### config.mk
export PLATFORM = sky130hd
export DESIGN_NAME = acm_round
export DESIGN_NICKNAME = d
export VERILOG_FILES = /design/src/rtl/arnold_cat_map_scrambler_assert.svh /design/src/rtl/acm_pkg.sv /design/src/rtl/acm_round.sv
export SDC_FILE = /design/constraint.sdc
export NUM_CORES = 2
export LEC_CHECK = 0
export ABC_AREA = 1
export BUFFER_PORTS_ARGS = -buffer_cell sky130_fd_sc_hd__buf_2
export CORE_UTILIZATION = 29
export CTS_CLUSTER_DIAMETER = 30
export DETAILED_ROUTE_END_ITERATION = 10
export PLACE_DENSITY_LB_ADDON = 0.3
export SKIP_CTS_REPAIR_TIMING = 1
export SLEW_MARGIN = 25
export SYNTH_ARGS = -nofsm -noshare
export SYNTH_HDL_FRONTEND = slang
export SYNTH_SLANG_ARGS = --single-unit
export TNS_END_PERCENT = 10
### constraint.sdc
create_clock -name clock -period 6.5 [get_ports clock]
set_clock_uncertainty 0.1 [all_clocks]
set_input_delay 0.325 -clock clock [delete_from_list [all_inputs] [get_ports clock]]
set_output_delay 0.325 -clock clock [all_outputs]
set_load 0.02 [all_outputs]
### src/rtl/arnold_cat_map_scrambler_assert.svh
// Assertion macros used by the cat map scrambler top level.
`ifndef ARNOLD_CAT_MAP_SCRAMBLER_ASSERT_SVH
`define ARNOLD_CAT_MAP_SCRAMBLER_ASSERT_SVH

// Same-cycle implication, sampled on clock, off during reset.
`define ACM_ASSERT_SAME(lbl, ante, cons, msg) \
   lbl: assert property (@(posedge clock) disable iff (reset) (ante) |-> (cons)) \
      else $error(msg);

// Next-cycle implication, sampled on clock, off during reset.
`define ACM_ASSERT_NEXT(lbl, ante, cons, msg) \
   lbl: assert property (@(posedge clock) disable iff (reset) (ante) |=> (cons)) \
      else $error(msg);

`endif

### src/rtl/acm_pkg.sv
// Types and constants of the cat map scrambler.
package acm_pkg;

   typedef struct packed {
      logic [7:0] row;
      logic [7:0] col;
      logic       bit_value;
   } acm_req_type;

   typedef struct packed {
      logic [7:0] dest_row;
      logic [7:0] dest_col;
      logic       bit_out;
      logic       out_of_range;
   } acm_rsp_type;

   // Side data that rides along with the coordinates through the rounds.
   typedef struct packed {
      logic [7:0] row;
      logic [7:0] col;
      logic       bit_value;
      logic       flag;
   } acm_tag_type;

   typedef enum logic [2:0] {
      COEF_IDLE,
      COEF_START,
      COEF_DIV_A,
      COEF_DIV_B,
      COEF_DIV_D,
      COEF_DIV_M
   } acm_coef_state_type;

   localparam int CSR_IDX_W  = 3;
   localparam int CSR_DATA_W = 9;

   localparam logic [CSR_IDX_W-1:0] CSR_DIRECTION = 3'd0;
   localparam logic [CSR_IDX_W-1:0] CSR_MUL_A     = 3'd1;
   localparam logic [CSR_IDX_W-1:0] CSR_MUL_B     = 3'd2;
   localparam logic [CSR_IDX_W-1:0] CSR_SIDE_LEN  = 3'd3;
   localparam logic [CSR_IDX_W-1:0] CSR_ROUNDS    = 3'd4;

   localparam logic [5:0] RESET_MUL_A    = 6'd5;
   localparam logic [5:0] RESET_MUL_B    = 6'd7;
   localparam logic [8:0] RESET_SIDE_LEN = 9'd200;
   localparam logic [3:0] RESET_ROUNDS   = 4'd3;

endpackage

### src/rtl/acm_round.sv
// One round of the cat map: products, Barrett quotient, remainder fix-up.
module acm_round #(
   parameter int MAX_SIDE = 256,
   localparam int CW = $clog2(MAX_SIDE),
   localparam int NW = $clog2(MAX_SIDE + 1),
   localparam int KW = 2 * CW + 1
) (
   input  logic                clock,
   input  logic                reset,
   input  logic                en,
   input  logic                direction,
   input  logic [NW-1:0]       side_n,
   input  logic [KW-1:0]       recip,
   input  logic [CW-1:0]       coef_a,
   input  logic [CW-1:0]       coef_b,
   input  logic [CW-1:0]       coef_d,
   input  logic [CW-1:0]       coef_neg_a,
   input  logic [CW-1:0]       coef_neg_b,
   input  logic                in_valid,
   input  logic                in_apply,
   input  logic [CW-1:0]       in_i,
   input  logic [CW-1:0]       in_j,
   input  acm_pkg::acm_tag_type in_tag,
   output logic                out_valid,
   output logic [CW-1:0]       out_i,
   output logic [CW-1:0]       out_j,
   output acm_pkg::acm_tag_type out_tag
);
   import acm_pkg::*;

   localparam int PW = 2 * CW;

   logic [PW-1:0]   p_xi, p_xj, p_yi, p_yj;
   logic [KW-1:0]   vx, vy;

   logic            s1_valid_ff, s1_apply_ff;
   logic [CW-1:0]   s1_i_ff, s1_j_ff;
   acm_tag_type     s1_tag_ff;
   logic [KW-1:0]   s1_vx_ff, s1_vy_ff;

   logic [2*KW-1:0] px, py;

   logic            s2_valid_ff, s2_apply_ff;
   logic [CW-1:0]   s2_i_ff, s2_j_ff;
   acm_tag_type     s2_tag_ff;
   logic [KW-1:0]   s2_vx_ff, s2_vy_ff, s2_qx_ff, s2_qy_ff;

   logic [KW+NW-1:0] qnx, qny;
   logic [KW-1:0]    rx, ry, rx_fix, ry_fix;

   logic            s3_valid_ff;
   logic [CW-1:0]   s3_i_ff, s3_j_ff;
   acm_tag_type     s3_tag_ff;

   // Forward: x = i + b*j, y = a*i + d*j. Inverse: x = d*i + (-b)*j, y = j + (-a)*i.
   always_comb begin
      if (direction == 1'b0) begin
         p_xi = PW'(in_i);
         p_xj = coef_b * in_j;
         p_yi = coef_a * in_i;
         p_yj = coef_d * in_j;
      end else begin
         p_xi = coef_d * in_i;
         p_xj = coef_neg_b * in_j;
         p_yi = coef_neg_a * in_i;
         p_yj = PW'(in_j);
      end
   end

   assign vx = KW'(p_xi) + KW'(p_xj);
   assign vy = KW'(p_yi) + KW'(p_yj);

   // Quotient estimate, at most one short of the true quotient.
   assign px = s1_vx_ff * recip;
   assign py = s1_vy_ff * recip;

   assign qnx    = s2_qx_ff * side_n;
   assign qny    = s2_qy_ff * side_n;
   assign rx     = s2_vx_ff - qnx[KW-1:0];
   assign ry     = s2_vy_ff - qny[KW-1:0];
   assign rx_fix = (rx >= KW'(side_n)) ? rx - KW'(side_n) : rx;
   assign ry_fix = (ry >= KW'(side_n)) ? ry - KW'(side_n) : ry;

   always_ff @(posedge clock) begin
      if (reset) begin
         s1_valid_ff <= 1'b0;
         s2_valid_ff <= 1'b0;
         s3_valid_ff <= 1'b0;
      end else if (en) begin
         s1_valid_ff <= in_valid;
         s2_valid_ff <= s1_valid_ff;
         s3_valid_ff <= s2_valid_ff;
      end
   end

   always_ff @(posedge clock) begin
      if (en) begin
         s1_apply_ff <= in_apply;
         s1_i_ff     <= in_i;
         s1_j_ff     <= in_j;
         s1_tag_ff   <= in_tag;
         s1_vx_ff    <= vx;
         s1_vy_ff    <= vy;

         s2_apply_ff <= s1_apply_ff;
         s2_i_ff     <= s1_i_ff;
         s2_j_ff     <= s1_j_ff;
         s2_tag_ff   <= s1_tag_ff;
         s2_vx_ff    <= s1_vx_ff;
         s2_vy_ff    <= s1_vy_ff;
         s2_qx_ff    <= px[2*KW-1:KW];
         s2_qy_ff    <= py[2*KW-1:KW];

         // Skipped rounds hold the coordinates as they came in.
         s3_i_ff     <= s2_apply_ff ? CW'(rx_fix) : s2_i_ff;
         s3_j_ff     <= s2_apply_ff ? CW'(ry_fix) : s2_j_ff;
         s3_tag_ff   <= s2_tag_ff;
      end
   end

   assign out_valid = s3_valid_ff;
   assign out_i     = s3_i_ff;
   assign out_j     = s3_j_ff;
   assign out_tag   = s3_tag_ff;

endmodule
==> impl_metrics.tcl <==
set metrics [dict create \
    status "finished, final reports clean" \
    setup_ws_ns 0.297 \
    drc_errors 0 \
    fmax_ghz 0.161 \
    htree_levels 2 \
    dp_hpwl_mm 113 \
    root_buffer "clkbuf_16" \
    hold_depth 1 \
    clkTransAtPathRegs_ns 0.04 \
    synth.avg_cell_area_sq_um 7.82 \
    syn_nets 7817 \
    grt_util_all_layers_pct 15.9 \
    final_nets 7904 \
    mostFrequentLayoutCell "inv_1" \
    async_reset_ff_share_pct 0 \
    syn_inst 6337 \
    fillers 17900 \
    setup_violations 0 \
    grt_antenna_before_repair 9 \
    drive_gt1_share_pct 6.82 \
    cap_viol_max_count 0 \
    synthToLayoutAreaGrowth_pct 11.8 \
    final_cell_mix "inv_1, nand2_1, fa_1" \
    path_class "register to register" \
    worstPathRequired_ns 6.76 \
    synth_warnings 0 \
    drt_iter0_markers 2230 \
    slew_headroom_pct 41.5 \
    grt_overflow 0 \
    vias 38700 \
    die-area_sq_mm 0.172 \
    reg2reg_depth 18 \
    die_h_microns 415 \
    hold_viol 0 \
    core_sq_mm 0.169 \
    synth_seq_cells 209 \
    ios 141 \
    ant_nets 0 \
    highest_layer "met4" \
    hold_class "primary input to register" \
    routed_wl_mm 135 \
    cts.path.max_buffers 3 \
    worstSetupStartpointType "register" \
    final.setup.tns_ns 0 \
    cts_tree "yes" \
    first_pass_iters 6 \
    worst_slew_pin_slew_ns 0.878 \
    route.met3.wl_mm 4.83 \
    finalCritPeriodShare_pct 95.4 \
    cp.arrival_ns 6.47 \
    placed_cell_area_sq_mm 0.0530 \
    synth_flop_cell "edfxtp_1" \
    grt_pass1_vias 40600 \
    dp_slack_ns -0.0526 \
    synth_edf_count 206 \
    die_w_microns 415 \
    initial_core_util_pct 29.2 \
    worstSkewPairLatency_ns 0.64 \
    place.port_buffers 140 \
    yosysUniqueCellTypes 53 \
    drt-met1-wl_mm 60.9 \
    syn_area_sq_mm 0.0495 \
    cts_buffers 57 \
    grt_pass1_wl_mm 220 \
    wl_met2_mm 65.6 \
    grt_max_degree 123 \
    rsz0062_at_grt "no" \
    clock_sinks 209 \
    design_area_sq_mm 0.0554 \
    row_count 151 \
    post-route-min-period_ns 6.20 \
    crit_fanout 13 \
    ys_seq_area_share_pct 12.6 \
    gp_congestion 0.881 \
    finalMaxSlewViolations 0 \
    wl_per_cell_microns 15.5 \
    cp-end-kind "register" \
    vias_per_cell 4.45 \
]
## worst paths after layout
path	start	to	slack (ns)
setup / recovery	s1_vy_ff[11]	s2_qy_ff[16]	0.30
hold / removal	in_i[4]	s1_i_ff[4]	0.06
setup reg to reg	s1_vy_ff[11]	s2_qy_ff[16]	0.30
hold reg to reg	s1_j_ff[1]	s2_j_ff[1]	0.27
## cells by family after synthesis
family	share of synthesized area, %
flip-flops	12.6
XOR/XNOR	2.14
adder cells (fa/ha/maj)	47.4
AO/OA/AOI/OAI	4.82
AND/OR/NAND/NOR	17.4
buffers and inverters	15.7
## worst max-delay path, stage by stage (launching register included)
cell      delay [ns]
edfxtp_1        0.53
buf_4           0.31
nand2_1         0.11
fa_1            0.54
inv_1           0.06
fa_1            0.47
inv_1           0.05
fa_1            0.48
fa_1            0.50
fa_1            0.49
inv_1           0.05
fa_1            0.44
ha_1            0.37
a21oi_1         0.34
a21boi_1        0.38
nand3_1         0.26
nand4_1         0.13
o211ai_1        0.16
xnor2_1         0.17
## flip-flops by register name, indices dropped and copies added, names as in the netlist, 17 cells and up
name       flops
out_tag       18
s1_tag_ff     18
s2_tag_ff     18
s1_vx_ff      17
s1_vy_ff      17
s2_qx_ff      17
s2_qy_ff      17
s2_vx_ff      17
s2_vy_ff      17
## per-stage QoR
| stage | instances | utilization, % | hold slack (ns) |
|---|---|---|---|
| 2_1_floorplan | 6337 | - | 0.294 |
| 3_3_place_gp | 8555 | 31.3 | 0.300 |
| 3_5_place_dp | 8555 | 31.3 | 0.305 |
| 4_1_cts | 8661 | 32.5 | -0.298 |
| 5_1_grt | 8692 | 32.7 | 0.0325 |
| 6_report | 8693 | 32.7 | 0.0631 |
## final cells by class
class	count	area, sq um	share of cell area [%]
Timing Repair Buffer	314	2100	3.79
Multi-Input combinational cell	4073	35600	64.2
Tap cell	2218	2780	5.01
Sequential cell	209	6250	11.3
Antenna cell	4	10.0	0.0181
Clock buffer	62	1450	2.61
Inverter	1769	6640	12.0
Clock inverter	44	604	1.09
## synth_stat cells (3+ instances only)
library cell  number  area [sq um]
a31oi_1            8          50.1
buf_2              9          45.0
xnor2_1           49           429
clkbuf_1         251           942
ha_1             538          6730
o221ai_1           3          26.3
a211oi_1           4          30.0
a221oi_1           3          26.3
o21a_1             7          52.6
nand3_2            4          40.0
o21ai_0          136           681
a21o_1            12          90.1
clkbuf_2          15          75.1
nand2_4            4          45.0
fa_1             836         16700
nand2_2           17           106
nor3_1            28           140
dfxtp_1            3          60.1
o22ai_1            8          50.1
nor4_1             6          37.5
nand3_1          137           686
o2111ai_1         10          87.6
inv_2              6          22.5
a21boi_0           5          37.5
nand4_1           20           125
xor2_1            72           631
buf_4              4          30.0
o31ai_1            6          45.0
a21oi_1          206          1030
o211ai_1           3          22.5
nor2_2             8          50.1
edfxtp_1         206          6190
buf_1              6          22.5
nor2_1           152           571
nand3b_1          11          82.6
inv_1           1763          6620
o21bai_1          10          75.1
nand2_1         1750          6570
## per-layer routing
| layer | up-vias | global-route usage [%] |
|---|---|---|
| met3 | 161 | 1.40 |
| met5 | - | 0 |
| met1 | 19000 | 21.1 |
| met4 | 0 | 4.21 |
| li1 | 18700 | - |
| met2 | 783 | 27.5 |
Power is left out: the tool's default activity adds up to more than one toggle a clock period on the data nets, which glitch-free logic cannot reach.
