$ cat config.mk
export PLATFORM = sky130hd
export DESIGN_NAME = acm_coef
export DESIGN_NICKNAME = d
export VERILOG_FILES = /design/src/rtl/arnold_cat_map_scrambler_assert.svh /design/src/rtl/acm_pkg.sv /design/src/rtl/acm_coef.sv
export SDC_FILE = /design/constraint.sdc
export NUM_CORES = 1
export LEC_CHECK = 0
export BUFFER_PORTS_ARGS = -buffer_cell sky130_fd_sc_hd__buf_2
export CORE_UTILIZATION = 60
export DETAILED_ROUTE_END_ITERATION = 6
export PLACE_DENSITY_LB_ADDON = 0.05
export RECOVER_POWER = 50
export SLEW_MARGIN = 10
export SYNTH_ARGS = -nofsm -noshare
export SYNTH_HDL_FRONTEND = slang
export SYNTH_SLANG_ARGS = --single-unit
$ cat constraint.sdc
create_clock -name clock -period 7 [get_ports clock]
set_clock_uncertainty 0.05 [all_clocks]
set_input_delay 0.35 -clock clock [delete_from_list [all_inputs] [get_ports clock]]
set_output_delay 0.35 -clock clock [all_outputs]
set_load 0.05 [all_outputs]
$ cat src/rtl/arnold_cat_map_scrambler_assert.svh
// Assertion macros used by the cat map scrambler top level.
`ifndef ARNOLD_CAT_MAP_SCRAMBLER_ASSERT_SVH
`define ARNOLD_CAT_MAP_SCRAMBLER_ASSERT_SVH

// Same-cycle implication, sampled on clock, off during reset.
`define ACM_ASSERT_SAME(lbl, ante, cons, msg) \
   lbl: assert property (@(posedge clock) disable iff (reset) (ante) |-> (cons)) \
      else $error(msg);

// Next-cycle implication, sampled on clock, off during reset.
`define ACM_ASSERT_NEXT(lbl, ante, cons, msg) \
   lbl: assert property (@(posedge clock) disable iff (reset) (ante) |=> (cons)) \
      else $error(msg);

`endif

$ cat src/rtl/acm_pkg.sv
// Types and constants of the cat map scrambler.
package acm_pkg;

   typedef struct packed {
      logic [7:0] row;
      logic [7:0] col;
      logic       bit_value;
   } acm_req_type;

   typedef struct packed {
      logic [7:0] dest_row;
      logic [7:0] dest_col;
      logic       bit_out;
      logic       out_of_range;
   } acm_rsp_type;

   // Side data that rides along with the coordinates through the rounds.
   typedef struct packed {
      logic [7:0] row;
      logic [7:0] col;
      logic       bit_value;
      logic       flag;
   } acm_tag_type;

   typedef enum logic [2:0] {
      COEF_IDLE,
      COEF_START,
      COEF_DIV_A,
      COEF_DIV_B,
      COEF_DIV_D,
      COEF_DIV_M
   } acm_coef_state_type;

   localparam int CSR_IDX_W  = 3;
   localparam int CSR_DATA_W = 9;

   localparam logic [CSR_IDX_W-1:0] CSR_DIRECTION = 3'd0;
   localparam logic [CSR_IDX_W-1:0] CSR_MUL_A     = 3'd1;
   localparam logic [CSR_IDX_W-1:0] CSR_MUL_B     = 3'd2;
   localparam logic [CSR_IDX_W-1:0] CSR_SIDE_LEN  = 3'd3;
   localparam logic [CSR_IDX_W-1:0] CSR_ROUNDS    = 3'd4;

   localparam logic [5:0] RESET_MUL_A    = 6'd5;
   localparam logic [5:0] RESET_MUL_B    = 6'd7;
   localparam logic [8:0] RESET_SIDE_LEN = 9'd200;
   localparam logic [3:0] RESET_ROUNDS   = 4'd3;

endpackage

$ cat src/rtl/acm_coef.sv
// Coefficient unit: reduces the matrix entries mod n and forms the Barrett reciprocal.
module acm_coef #(
   parameter int MAX_SIDE = 256,
   localparam int CW = $clog2(MAX_SIDE),
   localparam int NW = $clog2(MAX_SIDE + 1),
   localparam int KW = 2 * CW + 1
) (
   input  logic          clock,
   input  logic          reset,
   input  logic          restart,
   input  logic [5:0]    mul_a,
   input  logic [5:0]    mul_b,
   input  logic [8:0]    side_len,
   output logic          busy,
   output logic [NW-1:0] side_n,
   output logic [KW-1:0] recip,
   output logic [CW-1:0] coef_a,
   output logic [CW-1:0] coef_b,
   output logic [CW-1:0] coef_d,
   output logic [CW-1:0] coef_neg_a,
   output logic [CW-1:0] coef_neg_b
);
   import acm_pkg::*;

   localparam int DW   = KW + 1;
   localparam int CNTW = $clog2(DW);

   acm_coef_state_type state_ff, state_in;

   logic [NW-1:0]   n_ff;
   logic [DW-1:0]   dvd_ff;
   logic [NW-1:0]   rem_ff;
   logic [DW-1:0]   quo_ff;
   logic [CNTW-1:0] cnt_ff;
   logic [KW-1:0]   recip_ff;
   logic [CW-1:0]   a_ff, b_ff, d_ff, neg_a_ff, neg_b_ff;

   logic [NW-1:0]   n_clamp;
   logic [NW:0]     rem_sh;
   logic            ge;
   logic [NW:0]     rem_nx;
   logic [DW-1:0]   quo_nx;
   logic            last_step;
   logic [2*CW-1:0] prod_ab;

   always_comb begin
      if (side_len < 9'd2) begin
         n_clamp = NW'(2);
      end else if (32'(side_len) > MAX_SIDE) begin
         n_clamp = NW'(MAX_SIDE);
      end else begin
         n_clamp = NW'(side_len);
      end
   end

   // One restoring division step per cycle.
   assign rem_sh    = {rem_ff, dvd_ff[DW-1]};
   assign ge        = rem_sh >= {1'b0, n_ff};
   assign rem_nx    = ge ? rem_sh - {1'b0, n_ff} : rem_sh;
   assign quo_nx    = {quo_ff[DW-2:0], ge};
   assign last_step = cnt_ff == CNTW'(DW - 1);
   assign prod_ab   = a_ff * rem_nx[CW-1:0];

   always_ff @(posedge clock) begin
      if (reset) begin
         state_ff <= COEF_START;
      end else begin
         state_ff <= state_in;
      end
   end

   always_comb begin
      state_in = state_ff;
      case (state_ff)
         COEF_IDLE:  state_in = COEF_IDLE;
         COEF_START: state_in = COEF_DIV_A;
         COEF_DIV_A: if (last_step) state_in = COEF_DIV_B;
         COEF_DIV_B: if (last_step) state_in = COEF_DIV_D;
         COEF_DIV_D: if (last_step) state_in = COEF_DIV_M;
         COEF_DIV_M: if (last_step) state_in = COEF_IDLE;
         default:    state_in = COEF_START;
      endcase
      if (restart) begin
         state_in = COEF_START;
      end
   end

   always_ff @(posedge clock) begin
      case (state_ff)
         COEF_START: begin
            n_ff   <= n_clamp;
            dvd_ff <= DW'(mul_a);
            rem_ff <= '0;
            cnt_ff <= '0;
         end
         COEF_DIV_A, COEF_DIV_B, COEF_DIV_D, COEF_DIV_M: begin
            dvd_ff <= dvd_ff << 1;
            rem_ff <= rem_nx[NW-1:0];
            quo_ff <= quo_nx;
            cnt_ff <= cnt_ff + CNTW'(1);
            if (last_step) begin
               rem_ff <= '0;
               cnt_ff <= '0;
               case (state_ff)
                  COEF_DIV_A: begin
                     a_ff   <= rem_nx[CW-1:0];
                     dvd_ff <= DW'(mul_b);
                  end
                  COEF_DIV_B: begin
                     b_ff   <= rem_nx[CW-1:0];
                     dvd_ff <= DW'(prod_ab) + DW'(1);
                  end
                  COEF_DIV_D: begin
                     d_ff     <= rem_nx[CW-1:0];
                     neg_a_ff <= (a_ff == '0) ? '0 : CW'(n_ff - NW'(a_ff));
                     neg_b_ff <= (b_ff == '0) ? '0 : CW'(n_ff - NW'(b_ff));
                     dvd_ff   <= DW'(1) << KW;
                  end
                  default: begin
                     recip_ff <= quo_nx[KW-1:0];
                  end
               endcase
            end
         end
         default: begin
         end
      endcase
   end

   assign busy       = state_ff != COEF_IDLE;
   assign side_n     = n_ff;
   assign recip      = recip_ff;
   assign coef_a     = a_ff;
   assign coef_b     = b_ff;
   assign coef_d     = d_ff;
   assign coef_neg_a = neg_a_ff;
   assign coef_neg_b = neg_b_ff;

endmodule

==> impl_metrics.tcl <==
set metrics [dict create \
    synth_edf_count 114 \
    clk_pin_slew_worst_paths_ns 0.05 \
    wl_per_cell_um 17.5 \
    critPathKind "flip-flop to flip-flop" \
    via_per_inst 5.66 \
    gr-total-overflow 0 \
    io_buffers 90 \
    synth.area.top_cells "edfxtp_1, ha_1, fa_1" \
    crit_chain "inv_1 -> ha_1 -> a21o_1 -> a211oi_1 -> o21ai_4 -> mux2_4 -> and2_1 -> fa_1 -> inv_1 -> fa_1 -> inv_1 -> fa_1 -> inv_1 -> fa_1 -> inv_1 -> ha_1 -> a21oi_1 -> nand2_1 -> o21ai_2 -> a21boi_0 -> or3_1 -> a32o_1" \
    cp_slowest_cell "a211oi_1" \
    met1_usage_pct 34.2 \
    fmax_mhz 149 \
    io_pins 91 \
    met3_usage_pct 6.64 \
    critPathMaxStageDelay_ns 0.66 \
    end_kind "flip-flop" \
    drc_errors 0 \
    placed_area_mm2 0.00847 \
    drv_slew 0 \
    synth_top_cells_by_count "edfxtp_1, inv_1, ha_1, nor2_1, and2_1" \
    die_x_um 116 \
    ys_ff_latch 117 \
    status "finished clean" \
    hpwlAfterDp_um 12600 \
    synth_ff_type "edfxtp_1" \
    relSlewSlack_pct 1.15 \
    synth_area_per_cell_um2 11.1 \
    area_delta_synth_final_pct 17.0 \
    critPathRequiredTime_ns 7.13 \
    place.gp.congestion 0.884 \
    ctsHoldBuffers 0 \
    start_util_pct 61.8 \
    power.leakage_uw 0.00381 \
    post-synth-top-count-cell "edfxtp_1" \
    crit_top_cell "inv_1" \
    hold_path_class "input pin to flip-flop" \
    synthArstFlopShare_pct 0 \
    yosys.area.top_type_share_pct 43.9 \
    chipHeight_um 116 \
    grt_pass1_vias 5568 \
    firstDrtPassIters 4 \
    drtIter0Drc 279 \
    maxCapViolations 0 \
    vias 5681 \
    finalNonFillerCells 1004 \
    grtUsageTotal_pct 27.7 \
    synth_nets 831 \
    clk_path_buf_depth 2 \
    ys_seq_area_share_pct 44.7 \
    grt_max_degree 26 \
    die-area_mm2 0.0134 \
    critPathBufInv 5 \
    path_max_fanout 6 \
    critPathLaunchType "flip-flop" \
    yosys_warnings 0 \
    fin_area_mm2 0.00912 \
    drt-total-wl_um 17600 \
    grt_pass1_wl_um 27600 \
    worst_pin_slew_ns 1.48 \
    power_density_mw_per_mm2 447 \
    final-hold-violation-count 0 \
    globalRouteMet2Util_pct 45.4 \
    rows 41 \
    finalCriticalPeriod_ns 6.72 \
    fin_crit_sh_pct 96.0 \
    yosys.area.top_type "edfxtp_1" \
    synthCells 701 \
    antenna_found_initial 0 \
    cts_inserted_buffers 17 \
    core_area_mm2 0.0126 \
    cts_root_buffer "clkbuf_16" \
    nNetsFinal 949 \
    cts_tree "yes" \
    drive_above_1_share_pct 10.3 \
    critPathTopFamily "adder cells" \
    busiest_layer "met2" \
    n_antenna_cell 0 \
    place_inst 959 \
    drtAntennaViolNets 0 \
    critical_path_arrival_ns 6.85 \
    synth_cell_type_count 56 \
    clkLatencyLatePin_ns 0.43 \
    h-tree-depth 4 \
    clock-sinks 117 \
    synth_area_mm2 0.00779 \
    finalSetupViolations 0 \
    peakVddDrop_uv 429 \
]
==> final timing paths <==
path / slack, ns / cells past startpoint / from / end
worst min-delay path: 0.12 / 3 / reset / state_ff[0]$_SDFFE_PP1P_
worst min register to register: 0.39 / 0 / quo_ff[15]$_DFFE_PN_ / recip[16]$_DFFE_PP_
worst max-delay path: 0.28 / 22 / side_n[6]$_SDFFCE_PP0P_ / dvd_ff[12]$_SDFFCE_PP0P_
worst max register to register: 0.28 / 22 / side_n[6]$_SDFFCE_PP0P_ / dvd_ff[12]$_SDFFCE_PP0P_
==> power breakdown <==
part           switching, uW  internal [uW]
Clock                    313            604
Sequential              29.8            836
Combinational           1340            958
Total                   1680           2400
==> state kept, by name, indices dropped and copies added, names as in the netlist <==
| name | cells |
|---|---|
| coef_neg_a | 8 |
| coef_d | 8 |
| rem_ff | 9 |
| dvd_ff | 18 |
| recip | 17 |
| cnt_ff | 5 |
| coef_neg_b | 8 |
| side_n | 9 |
| coef_a | 8 |
| quo_ff | 16 |
| state_ff | 3 |
| coef_b | 8 |
==> layout make-up <==
class / count / area (um^2)
Tap cell: 172 / 215
Sequential cell: 117 / 3480
Clock inverter: 12 / 179
Inverter: 85 / 319
Fill cell: 972 / 3500
Clock buffer: 20 / 447
Multi-Input combinational cell: 488 / 3970
Timing Repair Buffer: 110 / 505
==> layer usage <==
metal	routed length (um)	part of all wire, %
met1	7340	42
met2	8590	49
met3	1130	6.4
met4	525	3.0
met5	0	0
==> layout by cell type, fill, tap and decap left out, types with 22 or more instances in the layout <==
cell type / n
a21oi_1: 33
nor2b_1: 23
inv_1: 83
o21ai_0: 22
fa_1: 39
nor2_1: 59
clkbuf_1: 72
nand2_1: 39
ha_1: 67
edfxtp_1: 114
buf_2: 23
and2_1: 48
==> worst register-to-register path: cells and delay by family, from the launching register on <==
kind                     cells  cell delay [ns]
multiplexers                 1             0.39
AND/OR/NAND/NOR              3             0.60
adder cells (fa/ha/maj)      6             2.73
buffers and inverters        5             0.34
AO/OA/AOI/OAI                7             1.88
flip-flops                   1             0.51
==> kinds of logic (layout without fill, tap and decap cells) <==
family / count (synthesis) / after routing / share of synthesized area [%]
simple gates: 228 / 228 / 15.0
flops: 117 / 117 / 44.7
compound gates: 111 / 113 / 9.65
fa+ha+maj: 106 / 106 / 20.8
buf+inv: 99 / 227 / 4.90
xor+xnor: 24 / 24 / 2.70
mux: 16 / 17 / 2.26
==> per-stage QoR <==
stage	worst slack, ns	setup TNS (ns)	hold slack, ns	total power, uW	util (%)
CTS	0.119	0	0.120	4000	72.1
detailed placement	0.105	0	0.363	3020	67.1
finish	0.278	0	0.120	4080	72.3
global placement	0.290	0	0.359	2980	67.1
floorplan	0.143	0	0.350	2550	-
global route	-0.0373	-0.0373	0.129	4420	72.3
==> what timing repair did <==
action / 4_1_cts / 5_1_grt
gates resized for setup: 2 / 3
setup buffers: 0 / 10
pin swaps: 0 / 4
cloned: 0 / 3
endpoints found under the setup margin: 1 / 2
Note: power is estimated with default switching activity, not from simulation.
